File: src/rtl/lie_pkg.sv
package lie_pkg;

	localparam int unsigned WORD_W = 32;
	localparam int unsigned WIDE_W = 64;
	localparam int unsigned CNT_W  = 5;

	localparam logic [1:0] ST_OK  = 2'd0;
	localparam logic [1:0] ST_DUP = 2'd1;
	localparam logic [1:0] ST_OVF = 2'd2;

	localparam logic KIND_LOAD = 1'b0;
	localparam logic KIND_EVAL = 1'b1;

	typedef struct packed {
		logic              kind;
		logic [3:0]        node_index;
		logic signed [31:0] node_x;
		logic signed [31:0] node_y;
		logic signed [31:0] query_x;
	} in_word_t;

	typedef struct packed {
		logic signed [31:0] value;
		logic [1:0]         status;
	} out_word_t;

	typedef enum logic [4:0] {
		S_IDLE,
		S_DUP_RD,
		S_DUP_CMP,
		S_HIT_RD,
		S_HIT_CMP,
		S_BAS_INIT,
		S_BAS_RD,
		S_DIV_GO,
		S_DIV,
		S_MUL_GO,
		S_MUL_RUN,
		S_MUL,
		S_TERM_GO,
		S_TERM_RUN,
		S_TERM,
		S_ACC,
		S_DONE
	} state_t;

	typedef struct packed {
		logic ld_pair;
		logic cmp_dup;
		logic cmp_hit;
		logic bas_init;
		logic div_start;
		logic mul_go;
		logic mul_sel;
		logic mul_basis;
		logic mul_term;
		logic acc_add;
		logic clr;
		logic finish;
	} dp_cmd_t;

	typedef struct packed {
		logic eq_x;
		logic eq_q;
		logic div_done;
		logic mul_done;
	} dp_stat_t;

endpackage

File: src/rtl/lie_ctrl.sv
module lie_ctrl #(
	parameter int unsigned MAX_NODES = 16,
	parameter int unsigned IW = 4
) (
	input  logic              clk,
	input  logic              arst_n,
	input  logic              go_eval,
	input  logic [4:0]        node_count,
	input  lie_pkg::dp_stat_t stat,
	output lie_pkg::dp_cmd_t  cmd,
	output logic [IW-1:0]     idx_i,
	output logic [IW-1:0]     idx_j,
	output logic              busy,
	output logic              done
);
	localparam int unsigned NCW = IW + 1;

	lie_pkg::state_t st_q, st_d;
	logic [NCW-1:0] n_q, i_q, j_q, i_d, j_d;
	logic [NCW-1:0] n_eff;

	assign n_eff = (32'(node_count) > MAX_NODES) ? NCW'(MAX_NODES) : NCW'(node_count);

	always_ff @(posedge clk or negedge arst_n) begin
		if (!arst_n) begin
			st_q <= lie_pkg::S_IDLE;
			n_q  <= '0;
			i_q  <= '0;
			j_q  <= '0;
		end else begin
			st_q <= st_d;
			i_q  <= i_d;
			j_q  <= j_d;
			if (go_eval) begin
				n_q <= n_eff;
			end
		end
	end

	always_comb begin
		st_d = st_q;
		i_d  = i_q;
		j_d  = j_q;
		unique case (st_q)
			lie_pkg::S_IDLE: begin
				if (go_eval) begin
					i_d  = '0;
					j_d  = NCW'(1);
					st_d = lie_pkg::S_DUP_RD;
				end
			end
			lie_pkg::S_DUP_RD: begin
				if (i_q + 1'b1 >= n_q) begin
					i_d  = '0;
					st_d = lie_pkg::S_HIT_RD;
				end else if (j_q >= n_q) begin
					i_d  = i_q + 1'b1;
					j_d  = i_q + NCW'(2);
				end else begin
					st_d = lie_pkg::S_DUP_CMP;
				end
			end
			lie_pkg::S_DUP_CMP: begin
				if (stat.eq_x) begin
					st_d = lie_pkg::S_DONE;
				end else begin
					j_d  = j_q + 1'b1;
					st_d = lie_pkg::S_DUP_RD;
				end
			end
			lie_pkg::S_HIT_RD: begin
				if (i_q >= n_q) begin
					i_d  = '0;
					st_d = lie_pkg::S_BAS_INIT;
				end else begin
					st_d = lie_pkg::S_HIT_CMP;
				end
			end
			lie_pkg::S_HIT_CMP: begin
				if (stat.eq_q) begin
					st_d = lie_pkg::S_DONE;
				end else begin
					i_d  = i_q + 1'b1;
					st_d = lie_pkg::S_HIT_RD;
				end
			end
			lie_pkg::S_BAS_INIT: begin
				if (i_q >= n_q) begin
					st_d = lie_pkg::S_DONE;
				end else begin
					j_d  = '0;
					st_d = lie_pkg::S_BAS_RD;
				end
			end
			lie_pkg::S_BAS_RD: begin
				if (j_q >= n_q) begin
					st_d = lie_pkg::S_TERM_GO;
				end else if (j_q == i_q) begin
					j_d = j_q + 1'b1;
				end else begin
					st_d = lie_pkg::S_DIV_GO;
				end
			end
			lie_pkg::S_DIV_GO: begin
				st_d = lie_pkg::S_DIV;
			end
			lie_pkg::S_DIV: begin
				if (stat.div_done) begin
					st_d = lie_pkg::S_MUL_GO;
				end
			end
			lie_pkg::S_MUL_GO: begin
				st_d = lie_pkg::S_MUL_RUN;
			end
			lie_pkg::S_MUL_RUN: begin
				if (stat.mul_done) begin
					st_d = lie_pkg::S_MUL;
				end
			end
			lie_pkg::S_MUL: begin
				j_d  = j_q + 1'b1;
				st_d = lie_pkg::S_BAS_RD;
			end
			lie_pkg::S_TERM_GO: begin
				st_d = lie_pkg::S_TERM_RUN;
			end
			lie_pkg::S_TERM_RUN: begin
				if (stat.mul_done) begin
					st_d = lie_pkg::S_TERM;
				end
			end
			lie_pkg::S_TERM: begin
				st_d = lie_pkg::S_ACC;
			end
			lie_pkg::S_ACC: begin
				i_d  = i_q + 1'b1;
				st_d = lie_pkg::S_BAS_INIT;
			end
			lie_pkg::S_DONE: begin
				st_d = lie_pkg::S_IDLE;
			end
			default: st_d = lie_pkg::S_IDLE;
		endcase
	end

	always_comb begin
		cmd      = '0;
		idx_i    = i_q[IW-1:0];
		idx_j    = j_q[IW-1:0];
		busy     = (st_q != lie_pkg::S_IDLE);
		done     = (st_q == lie_pkg::S_DONE);
		cmd.clr  = go_eval && (st_q == lie_pkg::S_IDLE);
		unique case (st_q)
			lie_pkg::S_DUP_RD:   cmd.ld_pair = 1'b1;
			lie_pkg::S_DUP_CMP:  cmd.cmp_dup = stat.eq_x;
			lie_pkg::S_HIT_RD:   cmd.ld_pair = 1'b1;
			lie_pkg::S_HIT_CMP:  cmd.cmp_hit = stat.eq_q;
			lie_pkg::S_BAS_INIT: cmd.bas_init = 1'b1;
			lie_pkg::S_BAS_RD:   cmd.ld_pair = 1'b1;
			lie_pkg::S_DIV_GO:   cmd.div_start = 1'b1;
			lie_pkg::S_MUL_GO:   cmd.mul_go = 1'b1;
			lie_pkg::S_MUL:      cmd.mul_basis = 1'b1;
			lie_pkg::S_TERM_GO: begin
				cmd.mul_go  = 1'b1;
				cmd.mul_sel = 1'b1;
			end
			lie_pkg::S_TERM:     cmd.mul_term = 1'b1;
			lie_pkg::S_ACC:      cmd.acc_add = 1'b1;
			default: ;
		endcase
		if (st_q == lie_pkg::S_BAS_INIT && i_q >= n_q) begin
			cmd.finish = 1'b1;
		end
	end

`ifndef ASSERT_OFF
	a_div_wait: assert property (@(posedge clk) disable iff (!arst_n)
		st_q == lie_pkg::S_MUL_GO |-> $past(stat.div_done))
		else $error("multiply without quotient");
	a_mul_wait: assert property (@(posedge clk) disable iff (!arst_n)
		(st_q == lie_pkg::S_MUL || st_q == lie_pkg::S_TERM) |-> $past(stat.mul_done))
		else $error("product used before ready");
	a_idle_go: assert property (@(posedge clk) disable iff (!arst_n)
		(st_q == lie_pkg::S_IDLE && go_eval) |=> st_q == lie_pkg::S_DUP_RD)
		else $error("evaluate not started");
	a_done_once: assert property (@(posedge clk) disable iff (!arst_n)
		done |=> !done)
		else $error("double result");
`endif

endmodule

File: config.mk
export PLATFORM = sky130hd
export DESIGN_NAME = lie_ctrl
export DESIGN_NICKNAME = d
export VERILOG_FILES = /design/src/rtl/lie_pkg.sv /design/src/rtl/lie_ctrl.sv
export SDC_FILE = /design/constraint.sdc
export NUM_CORES = 1
export LEC_CHECK = 0
export BUFFER_PORTS_ARGS = -buffer_cell sky130_fd_sc_hd__buf_2
export CAP_MARGIN = 10
export CORE_MARGIN = 4
export CORE_UTILIZATION = 57
export DETAILED_ROUTE_END_ITERATION = 8
export HOLD_SLACK_MARGIN = 0.08
export PLACE_DENSITY = 0.84
export SLEW_MARGIN = 30
export SYNTH_ARGS = -nofsm -noshare
export SYNTH_HDL_FRONTEND = slang
export SYNTH_SLANG_ARGS = --single-unit
export TNS_END_PERCENT = 100
File: constraint.sdc
create_clock -name clk -period 3.3 [get_ports clk]
set_clock_uncertainty 0.2 [all_clocks]
set_input_delay 0.33 -clock clk [delete_from_list [all_inputs] [get_ports clk]]
set_output_delay 0.33 -clock clk [all_outputs]
set_load 0.05 [all_outputs]
==> metrics.md <==
| Metric | Value |
|---|---|
| Setup violations, final | `0` |
| GR Overflow Total | `0` |
| Hpwl dp | `3870 um` |
| Clock transition at path regs | `0.12 ns` |
| Mux share of post-synthesis cell area | `4.80%` |
| Simple-gate area share of the yosys netlist | `26.7%` |
| Total track usage | `24.6%` |
| Avg Vias per Cell | `6.12` |
| Rel. slew slack | `58.9%` |
| # IOs | `34` |
| Largest family of logic cells by synthesized area | `simple AND/OR/NAND/NOR gates` |
| Synthesized area per cell | `7.96 um2` |
| Pint | `0.000903 W` |
| # fillers | `304` |
| Post-Syn Area | `2010 um2` |
| Vias in the first global route | `1699` |
| Pre-antenna DRT Iters | `4` |
| Yosys reg bits | `20` |
| Sequential area share after synthesis | `25.0%` |
| R2R depth | `10` |
| Top fanout value on the critical path | `8` |
| Adder-Cell Fraction of Synth Area | `11.2%` |
| Max Slew Vio Count | `0` |
| Total die area | `4530 um2` |
| First DRT Iteration DRCs | `173` |
| Num CTS Buffers | `3` |
| Routed len/inst | `15.9 um` |
| Critical R2R Launch | `i_q[1]` |
| Final nets | `310` |
| Maximum VDD drop | `0.399 mV` |
| PwrDens | `894 nW/um2` |
| Commonest non-fill, non-tap cells in the layout | `33 x buf_2, 21 x nand2_1, 20 x dfrtp_1, 18 x a21oi_1, 18 x ha_1` |
| # Max-Cap Violations | `0` |
| Least-Margin Pin Slew | `0.616 ns` |
| Setup TNS Final | `0 ns` |
| Share of cells above drive strength 1 | `16.8%` |
| Fin. Hold Viols | `0` |
| Synth Area in XOR/XNOR | `4.80%` |
| Row cnt | `21` |
| Via count | `1988` |
| Detailed-route DRC error count | `0` |
| Fmax | `336 MHz` |
| RSZ-0062 raised after global routing | `false` |
| Tcrit/Tclk final | `90.3%` |
| Comb pwr share | `69.7%` |
| Status | `complete, no violations` |
| P_sw | `0.00110 W` |
| CTS HTree Levels | `1` |
| Worst Path Arrival | `3.01 ns` |
| Post-synth net total | `282` |
| Synth Area in Compound Gates | `18.4%` |
| Capture point of the worst reg-to-reg path | `j_q[1]` |
| Routed Wire Length | `5180 um` |
| Commonest non-fill, non-tap cell in the layout | `buf_2` |
| DIE WIDTH | `67.3 um` |
| Flop-to-flop setup slack | `0.32 ns` |
| Worst hold endpoint | `n_q[2]` |
| CP Capture Type | `flop` |
| ANT nets after route | `0` |
| Synth unique cells | `47` |
| Yosys warning count | `0` |
| Post-placement cell count | `315` |
| Crit Path Class | `flop to flop` |
| Die height | `67.3 um` |
| Place WS | `0.238 ns` |
| Finished Cell Area | `2240 um2` |
| Finished Layout Cells | `325` |
| Switching Share | `54.8%` |
| Pin count of the biggest net entering global routing | `23` |
| Final worst setup slack | `0.320 ns` |
| Asr flop ratio synth | `100%` |
| Leakage Power | `1.11 nW` |
| Initial antenna violation count | `0` |
| EDFF count, synth | `0` |
| First-pass GRT wire length | `8300 um` |
| Synth-to-Final Area Change | `11.5%` |
| Cells after Synth | `252` |
| Placed cell areas | `2140 um2` |
| Flop pwr share | `22.6%` |
| Clk sinks | `20` |
| Number of inserted diodes | `0` |
| CTS tree | `yes` |
| Initial core utilization | `59.6%` |
| Core area | `3360 um2` |
| Min Tclk post-route | `2.98 ns` |
| Maximum clock path buffer count | `2` |
| Hold Path Class | `input port to flop` |
| Clk_lat worst skew | `0.33 ns` |
| Critical Path RT | `3.33 ns` |
| Top_reg_cell synth | `dfrtp_1` |
| Hold Path Origin | `go_eval` |
| Hold path depth | `2` |
| GP Congestion | `0.896` |
| Worst hold margin | `0.192 ns` |
| IO Port Bufs | `33` |
| Clock Tree Root | `clkbuf_4` |
| Clock share of power | `7.6%` |
| Startpoint types | `flop` |
-- cells in the mapped netlist (3+ instances only) --
master / number / area share [%]
a21o_1: 4 / 1.5
a21oi_1: 19 / 4.7
a31oi_1: 3 / 0.94
and3_1: 8 / 2.5
buf_4: 8 / 3.0
clkbuf_1: 7 / 1.3
dfrtp_1: 20 / 25
ha_1: 18 / 11
inv_1: 16 / 3.0
mux2i_1: 7 / 3.5
nand2_1: 21 / 3.9
nand2b_1: 7 / 2.2
nand3_1: 7 / 1.7
nand3b_1: 6 / 2.2
nor2_1: 17 / 3.2
nor2b_1: 3 / 0.94
nor3_1: 8 / 2.0
nor3b_1: 5 / 1.9
nor4_1: 6 / 1.9
o21ai_0: 13 / 3.2
o32ai_1: 3 / 1.3
or3_1: 4 / 1.2
xnor2_1: 7 / 3.1
xor2_1: 4 / 1.7
-- what timing repair did --
item / CTS / global route
setup buffers: 0 / 0
hold endpoints to repair: 25 / 0
resized for setup: 0 / 1
hold buffers: 6 / 0
endpoints found under the setup margin: 0 / 2
-- worst max-delay path, cell delays in order, from the launching register on --
cell	delay [ns]
dfrtp_1	0.54
ha_1	0.24
nand2_1	0.07
xnor2_1	0.21
ha_1	0.29
a21oi_1	0.15
o21ai_0	0.12
a21oi_2	0.27
nand3_1	0.20
o22a_2	0.30
mux2_4	0.31
-- power groups by stage --
stage	logic [W]	clock network, W	registers [W]
5_1_grt	0.00152	0.000165	0.000462
3_3_place_gp	0.00135	0	0.000445
2_1_floorplan	0.00120	0	0.000366
3_5_place_dp	0.00136	0	0.000451
6_report	0.00139	0.000153	0.000453
4_1_cts	0.00138	0.000155	0.000445
-- final cells by class --
type / instances / area, um2 / area share [%]
well taps: 46 / 57.6 / 2.57
flip-flops and latches: 20 / 500 / 22.4
repair buffers: 43 / 255 / 11.4
inverters: 16 / 60.1 / 2.69
multi-input cells: 196 / 1330 / 59.3
clock buffers: 4 / 36.3 / 1.62
-- through the flow --
stage,utilization (%),total power [W]
final,66.5,0.00200
after global routing,66.5,0.00215
after CTS,66.4,0.00198
after detailed placement,63.5,0.00182
after global placement,63.5,0.00179
after floorplan,-,0.00157
-- how the worst max path moves through the flow --
| stage | from | endpoint | slack [ns] | depth (start not counted) |
|---|---|---|---|---|
| after global placement | i_q[2] | j_q[1] | 0.37 | 10 |
| after global routing | i_q[2] | i_q[4] | 0.07 | 10 |
| after floorplan | i_q[0] | j_q[1] | 0.30 | 8 |
| after detailed placement | i_q[2] | j_q[1] | 0.24 | 10 |
| after CTS | i_q[1] | j_q[1] | 0.23 | 10 |
| final | i_q[1] | j_q[1] | 0.32 | 10 |
-- state kept, by name (all words and copies together) (netlist names) --
| name | flops |
|---|---|
| i_q | 5 |
| j_q | 5 |
| n_q | 5 |
| st_q | 5 |
-- per-layer routing --
metal / share of wire [%] / GRT usage [%] / up-vias
met1: 44 / 34.2 / 954
met4: 1.5 / 6.84 / 0
met3: 6.6 / 4.49 / 8
met5: 0 / 0 / -
met2: 47 / 38.9 / 71
li1: - / - / 955
-- cells by family (layout without fill, tap and decap cells) --
logic type	Yosys count	after routing
flops	20	20
fa+ha+maj	18	18
simple gates	100	100
xor+xnor	11	11
compound gates	58	58
mux	9	9
buf+inv	36	63
No activity file was read; power rests on OpenSTA's default activity.
